`config.mk`:
```
export PLATFORM = sky130hd
export DESIGN_NAME = software_timer_bank_core
export DESIGN_NICKNAME = d
export VERILOG_FILES = /design/src/swtb_pkg.sv /design/src/swtb_ctrl.sv /design/src/swtb_dp.sv /design/src/software_timer_bank_core.sv
export SDC_FILE = /design/constraint.sdc
export NUM_CORES = 1
export LEC_CHECK = 0
export ABC_AREA = 0
export ABC_CLOCK_PERIOD_IN_PS = 6150
export BUFFER_PORTS_ARGS = -buffer_cell sky130_fd_sc_hd__buf_2
export CAP_MARGIN = 20
export CELL_PAD_IN_SITES_DETAIL_PLACEMENT = 2
export CELL_PAD_IN_SITES_GLOBAL_PLACEMENT = 2
export CORE_MARGIN = 4
export CORE_UTILIZATION = 42
export DETAILED_ROUTE_END_ITERATION = 10
export PLACE_DENSITY = 0.8
export SYNTH_ARGS = -nofsm -noshare
export SYNTH_HDL_FRONTEND = slang
export SYNTH_SLANG_ARGS = --single-unit
```
`constraint.sdc`:
```
create_clock -name i_clk -period 6.15 [get_ports i_clk]
set_clock_uncertainty 0.2 [all_clocks]
set_input_delay 0.3075 -clock i_clk [delete_from_list [all_inputs] [get_ports i_clk]]
set_output_delay 0.3075 -clock i_clk [all_outputs]
set_load 0.01 [all_outputs]
```
`src/swtb_pkg.sv`:
```
// Shared types and constants for the software timer bank.
// Holds command codes and the controller/datapath interface structs.
// No dependencies.
`default_nettype none

package swtb_pkg;

    // Command codes carried in the action field
    localparam logic [2:0] ACT_TICK       = 3'd0;
    localparam logic [2:0] ACT_CREATE     = 3'd1;
    localparam logic [2:0] ACT_DELETE     = 3'd2;
    localparam logic [2:0] ACT_PAUSE      = 3'd3;
    localparam logic [2:0] ACT_RESUME     = 3'd4;
    localparam logic [2:0] ACT_RELOAD     = 3'd5;
    localparam logic [2:0] ACT_SET_AUTO   = 3'd6;
    localparam logic [2:0] ACT_SET_RELOAD = 3'd7;

    // Width of the result fields that do not follow a parameter
    localparam int MASK_W = 8;
    localparam int TICK_W = 32;

    // Controller to datapath commands
    typedef struct packed {
        logic accept;    // request taken this cycle
        logic is_tick;   // taken request is a tick
        logic step;      // process one timer entry of the walk
        logic load_out;  // move the finished result to the output register
    } t_dp_cmd;

    // Datapath to controller status
    typedef struct packed {
        logic last_entry;  // walk index sits on the last timer
        logic out_free;    // output register can take a result this cycle
    } t_dp_sts;

endpackage

`default_nettype wire

```
`src/swtb_ctrl.sv`:
```
// Controller for the software timer bank: idle, walk and result-hand-off states.
// Depends on swtb_pkg for the command codes and interface structs.
`default_nettype none

module swtb_ctrl import swtb_pkg::*; (
    input  wire logic       i_clk,
    input  wire logic       i_rst_n,
    input  wire logic       i_in_valid,
    input  wire logic [2:0] i_in_action,
    input  wire t_dp_sts    i_sts,
    output logic            o_in_stall,
    output t_dp_cmd         o_cmd
);

    localparam logic [1:0] ST_IDLE = 2'd0;
    localparam logic [1:0] ST_WALK = 2'd1;
    localparam logic [1:0] ST_DONE = 2'd2;

    logic [1:0] r_state;
    logic [1:0] n_state;

    // Next state and command decode
    always_comb begin
        n_state        = r_state;
        o_cmd.accept   = 1'b0;
        o_cmd.is_tick  = (i_in_action == ACT_TICK);
        o_cmd.step     = 1'b0;
        o_cmd.load_out = 1'b0;
        case (r_state)
            ST_IDLE: begin
                if (i_in_valid) begin
                    o_cmd.accept = 1'b1;
                    n_state = (i_in_action == ACT_TICK) ? ST_WALK : ST_DONE;
                end
            end
            ST_WALK: begin
                o_cmd.step = 1'b1;
                if (i_sts.last_entry) begin
                    n_state = ST_DONE;
                end
            end
            ST_DONE: begin
                if (i_sts.out_free) begin
                    o_cmd.load_out = 1'b1;
                    n_state = ST_IDLE;
                end
            end
            default: begin
                n_state = ST_IDLE;
            end
        endcase
    end

    // State register
    always_ff @(posedge i_clk) begin
        if (!i_rst_n) begin
            r_state <= ST_IDLE;
        end else begin
            r_state <= n_state;
        end
    end

    // One request at a time
    assign o_in_stall = (r_state != ST_IDLE);

endmodule

`default_nettype wire

```
`src/swtb_dp.sv`:
```
// Datapath for the software timer bank: timer entry store, walk index,
// run-time counter and output register. Depends on swtb_pkg.
`default_nettype none

module swtb_dp import swtb_pkg::*; #(
    parameter int NUM_TIMERS  = 8,
    parameter int COUNT_WIDTH = 32
) (
    input  wire logic              i_clk,
    input  wire logic              i_rst_n,
    input  wire t_dp_cmd           i_cmd,
    input  wire logic [2:0]        i_in_action,
    input  wire logic [3:0]        i_in_timer_id,
    input  wire logic [31:0]       i_in_reload_value,
    input  wire logic              i_in_auto_reload,
    input  wire logic              i_in_start_now,
    input  wire logic              i_out_stall,
    output t_dp_sts                o_sts,
    output logic                   o_out_valid,
    output logic [MASK_W-1:0]      o_out_fired_mask,
    output logic [TICK_W-1:0]      o_out_run_time,
    output logic                   o_out_bad_id
);

    localparam int IDX_W = (NUM_TIMERS > 1) ? $clog2(NUM_TIMERS) : 1;

    // Timer entry store
    logic [COUNT_WIDTH-1:0] r_reload [NUM_TIMERS];
    logic [COUNT_WIDTH-1:0] r_count  [NUM_TIMERS];
    logic [NUM_TIMERS-1:0]  r_enable;
    logic [NUM_TIMERS-1:0]  r_auto;

    logic [IDX_W-1:0]  r_idx;
    logic [TICK_W-1:0] r_ticks;
    logic [MASK_W-1:0] r_mask;
    logic              r_bad;
    logic              r_out_valid;
    logic [MASK_W-1:0] r_out_mask;
    logic [TICK_W-1:0] r_out_time;
    logic              r_out_bad;

    logic                   id_bad;
    logic                   op_write;
    logic [IDX_W-1:0]       addr;
    logic [COUNT_WIDTH-1:0] cur_count;
    logic [COUNT_WIDTH-1:0] cur_reload;
    logic                   cur_en;
    logic                   cur_auto;
    logic [COUNT_WIDTH-1:0] dec_count;
    logic                   fire;
    logic                   we;
    logic [COUNT_WIDTH-1:0] n_count;
    logic [COUNT_WIDTH-1:0] n_reload;
    logic                   n_en;
    logic                   n_auto;
    logic [COUNT_WIDTH-1:0] value;

    assign id_bad   = ({1'b0, i_in_timer_id} >= 5'(NUM_TIMERS));
    assign op_write = i_cmd.accept && !i_cmd.is_tick && !id_bad;
    assign addr     = i_cmd.step ? r_idx : i_in_timer_id[IDX_W-1:0];
    assign value    = i_in_reload_value[COUNT_WIDTH-1:0];

    // Read the addressed entry
    assign cur_count  = r_count[addr];
    assign cur_reload = r_reload[addr];
    assign cur_en     = r_enable[addr];
    assign cur_auto   = r_auto[addr];

    // Tick step: decrement, then fire on zero
    assign dec_count = (cur_count != '0) ? (cur_count - 1'b1) : cur_count;
    assign fire      = i_cmd.step && cur_en && (dec_count == '0);

    // Next entry contents for a walk step or a command
    always_comb begin
        n_count  = cur_count;
        n_reload = cur_reload;
        n_en     = cur_en;
        n_auto   = cur_auto;
        we       = 1'b0;
        if (i_cmd.step) begin
            we = 1'b1;
            if (cur_en) begin
                n_count = dec_count;
                if (dec_count == '0) begin
                    if (cur_auto) begin
                        n_count = cur_reload;
                    end else begin
                        n_count  = '0;
                        n_reload = '0;
                        n_en     = 1'b0;
                        n_auto   = 1'b0;
                    end
                end
            end
        end else if (op_write) begin
            we = 1'b1;
            case (i_in_action)
                ACT_CREATE: begin
                    n_reload = value;
                    n_count  = value;
                    n_auto   = i_in_auto_reload;
                    n_en     = i_in_start_now;
                end
                ACT_DELETE: begin
                    n_count  = '0;
                    n_reload = '0;
                    n_en     = 1'b0;
                    n_auto   = 1'b0;
                end
                ACT_PAUSE:      n_en     = 1'b0;
                ACT_RESUME:     n_en     = 1'b1;
                ACT_RELOAD:     n_count  = cur_reload;
                ACT_SET_AUTO:   n_auto   = i_in_auto_reload;
                ACT_SET_RELOAD: n_reload = value;
                default:        we       = 1'b0;
            endcase
        end
    end

    // Entry store, cleared at reset
    always_ff @(posedge i_clk) begin
        if (!i_rst_n) begin
            for (int i = 0; i < NUM_TIMERS; i++) begin
                r_reload[i] <= '0;
                r_count[i]  <= '0;
            end
            r_enable <= '0;
            r_auto   <= '0;
        end else if (we) begin
            r_reload[addr] <= n_reload;
            r_count[addr]  <= n_count;
            r_enable[addr] <= n_en;
            r_auto[addr]   <= n_auto;
        end
    end

    // Walk index, run-time counter and pending result
    always_ff @(posedge i_clk) begin
        if (!i_rst_n) begin
            r_idx   <= '0;
            r_ticks <= '0;
            r_mask  <= '0;
            r_bad   <= 1'b0;
        end else if (i_cmd.accept) begin
            r_idx  <= '0;
            r_mask <= '0;
            if (i_cmd.is_tick) begin
                r_ticks <= r_ticks + 1'b1;
                r_bad   <= 1'b0;
            end else begin
                r_bad <= id_bad;
            end
        end else if (i_cmd.step) begin
            r_idx  <= r_idx + 1'b1;
            r_mask <= r_mask | (MASK_W'(fire) << r_idx);
        end
    end

    // Output register
    always_ff @(posedge i_clk) begin
        if (!i_rst_n) begin
            r_out_valid <= 1'b0;
        end else if (i_cmd.load_out) begin
            r_out_valid <= 1'b1;
        end else if (!i_out_stall) begin
            r_out_valid <= 1'b0;
        end
    end

    always_ff @(posedge i_clk) begin
        if (i_cmd.load_out) begin
            r_out_mask <= r_mask;
            r_out_time <= r_ticks;
            r_out_bad  <= r_bad;
        end
    end

    assign o_sts.last_entry = (r_idx == IDX_W'(NUM_TIMERS - 1));
    assign o_sts.out_free   = !r_out_valid || !i_out_stall;

    assign o_out_valid      = r_out_valid;
    assign o_out_fired_mask = r_out_mask;
    assign o_out_run_time   = r_out_time;
    assign o_out_bad_id     = r_out_bad;

endmodule

`default_nettype wire

```
`src/software_timer_bank_core.sv`:
```
// Software timer bank: NUM_TIMERS down-counting timers driven by a request
// stream. One request is taken at a time and gives exactly one result. A
// command request (create, delete, pause, resume, reload, set auto-reload,
// set reload value) goes straight from acceptance to the done state, which
// loads its result into the output register. A tick first walks the timer
// store one entry per cycle and then enters the done state in the same way.
// The next request is taken while the previous result still waits in the
// output register; a finished request then holds in the done state, with
// the input stalled, until the output register frees up. The store is
// cleared by reset directly; no clearing pass is needed.
`default_nettype none

module software_timer_bank_core import swtb_pkg::*; #(
    parameter int NUM_TIMERS  = 8,
    parameter int COUNT_WIDTH = 32
) (
    input  wire logic              i_clk,
    input  wire logic              i_rst_n,
    input  wire logic              i_in_valid,
    output logic                   o_in_stall,
    input  wire logic [2:0]        i_in_action,
    input  wire logic [3:0]        i_in_timer_id,
    input  wire logic [31:0]       i_in_reload_value,
    input  wire logic              i_in_auto_reload,
    input  wire logic              i_in_start_now,
    output logic                   o_out_valid,
    input  wire logic              i_out_stall,
    output logic [MASK_W-1:0]      o_out_fired_mask,
    output logic [TICK_W-1:0]      o_out_run_time,
    output logic                   o_out_bad_id
);

    t_dp_cmd cmd;
    t_dp_sts sts;

    swtb_ctrl u_ctrl (
        .i_clk       (i_clk),
        .i_rst_n     (i_rst_n),
        .i_in_valid  (i_in_valid),
        .i_in_action (i_in_action),
        .i_sts       (sts),
        .o_in_stall  (o_in_stall),
        .o_cmd       (cmd)
    );

    swtb_dp #(
        .NUM_TIMERS  (NUM_TIMERS),
        .COUNT_WIDTH (COUNT_WIDTH)
    ) u_dp (
        .i_clk             (i_clk),
        .i_rst_n           (i_rst_n),
        .i_cmd             (cmd),
        .i_in_action       (i_in_action),
        .i_in_timer_id     (i_in_timer_id),
        .i_in_reload_value (i_in_reload_value),
        .i_in_auto_reload  (i_in_auto_reload),
        .i_in_start_now    (i_in_start_now),
        .i_out_stall       (i_out_stall),
        .o_sts             (sts),
        .o_out_valid       (o_out_valid),
        .o_out_fired_mask  (o_out_fired_mask),
        .o_out_run_time    (o_out_run_time),
        .o_out_bad_id      (o_out_bad_id)
    );

endmodule

`default_nettype wire

```
==> results.yml <==
final_layout:
  fin_nets: 3274
  final_area_um2: 36510
  syn_to_final_growth_pct: 15.17
  drive_gt1_frac: 0.1487
clock_tree:
  cts-root-buf: "clkbuf_16"
  cts_buffers: 72
  cts_tree: "yes"
  clock-sinks: 616
  clockBufferDepth: 3
  cts.clk_slew.worst_paths_ns: 0.06
  htreeDepth: 3
  clk_latency_ns: 0.64
logic_synthesis:
  ys.flop_type: "edfxtp_1"
  ys_async_sr_fraction: 0
  yosysSeqAreaShare: 0.5636
  synth_cell_types: 82
  synth_area_per_cell_um2: 10.19
  synth_cells: 3111
  synth_edf_count: 553
  syn_nets: 3160
  synth_warnings: 0
  synth_seq_cells: 616
  synth_area_um2: 31700
critical_path:
  worstSetupPathType: "reg2reg"
  worstPathArrival_ns: 6.19
  startpoint_type: "register"
  cp_max_fo: 16
  cp-end-kind: "register"
  cp.required_ns: 6.27
floorplan:
  fp.dieH_um: 282.7
  pin_count: 88
  die_area_um2: 79940
  start_util: 0.4251
  die_w_um: 282.7
  rows: 100
  coreArea_um2: 74570
place:
  dp_hpwl_um: 89710
  post_dp_cell_area_um2: 34060
  io_buffers: 87
  place_congestion: 0.9904
status:
  status: "completed"
global_route:
  grt.total_usage: 0.3497
  grt_max_degree: 75
  grt_pass1_vias: 30240
  grt_overflow: 0
  antenna_found_initial: 4
  grt_first_pass_wirelength_um: 205500
drt:
  drc: 0
  dr_total_vias: 27890
  drt_wl_total_um: 142600
  ant_nets: 0
  dr.pass1.iters: 6
  drt_iter0_markers: 3157
  vias_per_cell: 6.560
  drt-wirelength-per-cell_um: 33.53
power_and_ir_drop:
  peakVddDrop_v: 0.0002705
  p_leak_uw: 0.01256
  p_sw_uw: 3290
  seqPwrFrac: 0.440
  p_int_uw: 7690
  pwr-share-clk: 0.389
  swShare: 0.2996
  p_comb_frac: 0.171
  powerDensity_nw_per_um2: 300.7
timing:
  maxSlewHeadroom: 0.1961
  holdWs_ns: 0.05879
  setup_viol: 0
  tightest_slew_ns: 1.206
  fin_crit_sh: 0.9858
  maxSlewViolCount: 0
  finalHoldViolations: 0
  fmax_mhz: 164.9
  fin_crit_ns: 6.063
run:
  cap_violations: 0
worst_hold_path:
  min_path_type: "in2reg"
[power groups by stage]
stage	sequential, µW	clock [µW]	combinational (µW)
after floorplan	4880	0	985
after global placement	4880	0	1690
after detailed placement	4910	0	1770
after CTS	4820	4300	1800
after global routing	4840	4480	1960
final	4830	4280	1880
[synth_stat cells, types with 11 or more instances]
cell       instances  area share
nor3b_1           13      0.0031
and4_1            23      0.0064
a22o_1            11      0.0030
nand2_1          335       0.040
o21ai_1           24      0.0038
and3_1            11      0.0022
nor3_1            69       0.011
nor2_1           556       0.066
nand2b_1         163       0.032
xnor2_1           50       0.014
dfxtp_1           63       0.040
buf_6             19      0.0067
o21ai_0          174       0.027
a31oi_1           23      0.0045
nand3_1           51      0.0081
mux2i_1           40       0.013
edfxtp_1         553        0.52
and2_1            29      0.0057
a21oi_1          262       0.041
clkbuf_1         171       0.020
inv_1             22      0.0026
xor2_1            12      0.0033
o2111ai_1         24      0.0066
nor4_1            12      0.0024
nand4_1           28      0.0055
o31ai_4           31       0.021
buf_2             32      0.0051
a22oi_1          116       0.027
[routing by layer]
| layer | up-vias | GRT usage | part of all wire |
|---|---|---|---|
| met5 | - | 0 | 0.00011 |
| met4 | 2 | 0.1572 | 0.044 |
| met3 | 391 | 0.07733 | 0.083 |
| met2 | 1457 | 0.5911 | 0.49 |
| met1 | 14500 | 0.4311 | 0.39 |
| li1 | 11550 | - | - |
[registers in the layout, indices dropped and copies added (netlist names), 2 cells and up]
name and count:
u_dp.r_mask 8, u_dp.r_enable 8, u_dp.o_out_run_time 32, u_dp.r_count 256, u_dp.r_reload 256, u_dp.r_idx 3, u_ctrl.r_state 2, u_dp.r_ticks 32
u_dp.o_out_fired_mask 8, u_dp.r_auto 8
[critical path, stage by stage (launching register included)]
cell and delay (ns):
dfxtp_1 0.55, nand2b_4 0.21, a31oi_2 0.86, buf_4 0.31, o22ai_1 0.15, nor2_2 0.49, nand4_1 0.32, buf_4 0.27
or3_1 0.41, o21a_1 0.20, o211ai_1 0.41, nor4_4 0.14, buf_12 0.18, buf_4 0.22, a32oi_1 0.48, buf_4 0.25
nor2_1 0.07
[what timing repair did]
item | CTS | global route
hold buffers | 3 | 0
cloned | 0 | 0
gates resized for setup | 2 | 9
endpoints found under the setup margin | 9 | 373
pin swaps | 0 | 9
endpoints found under the hold margin | 4 | 0
setup buffers | 0 | 9
[metrics by stage]
step	cells	setup slack, ns	total power [µW]	utilization	setup TNS (ns)
floorplan	3111	0.7301	5866	-	0
global placement	4107	0.2458	6573	0.4567	0
detailed placement	4107	0.08037	6676	0.4567	0
CTS	4240	0.08398	10920	0.4877	0
global route	4250	-0.01055	11270	0.4896	-0.01055
finish	4252	0.08708	10980	0.4896	0
[path summary, 6_finish.rpt]
path,from,end,slack (ns),cells after the start
max,u_ctrl.r_state[0],u_dp.r_count[3][17],0.09,16
min,i_in_action[0],u_dp.r_bad,0.06,5
max reg2reg,u_ctrl.r_state[0],u_dp.r_count[3][17],0.09,16
min reg2reg,u_dp.r_mask[2],u_dp.o_out_fired_mask[2],0.24,0
[final cells by class]
type,instances,area (µm²)
Clock inverter,34,311.5
Fill cell,7571,38060
Inverter,22,82.58
Sequential cell,616,17870
Tap cell,969,1212
Antenna cell,2,5.005
Clock buffer,96,1964
Multi-Input combinational cell,2235,12930
Timing Repair Buffer,278,2133
[placed cells by master, fill, tap and decap left out, drive strengths merged, types with 72 or more instances in the layout]
master,count
nand2,335
edfxtp,553
clkbuf,96
nor2,558
nor3,72
buf,275
a22oi,117
nand2b,163
a21oi,262
o21ai,198
[logic make-up (layout without fill, tap and decap cells)]
logic type / after synthesis / count (layout) / synth area share
xor gates and xnor gates: 62 / 62 / 0.01713
AOI/OAI and AO/OA: 775 / 775 / 0.1680
muxes: 41 / 41 / 0.01310
buffers and inverters: 260 / 430 / 0.03749
DFF: 616 / 616 / 0.5636
and+or+nand+nor: 1353 / 1353 / 0.1991
adders and majority gates: 4 / 4 / 0.001579
other: 0 / 2 / 0
(Power assumes the default switching activity.)
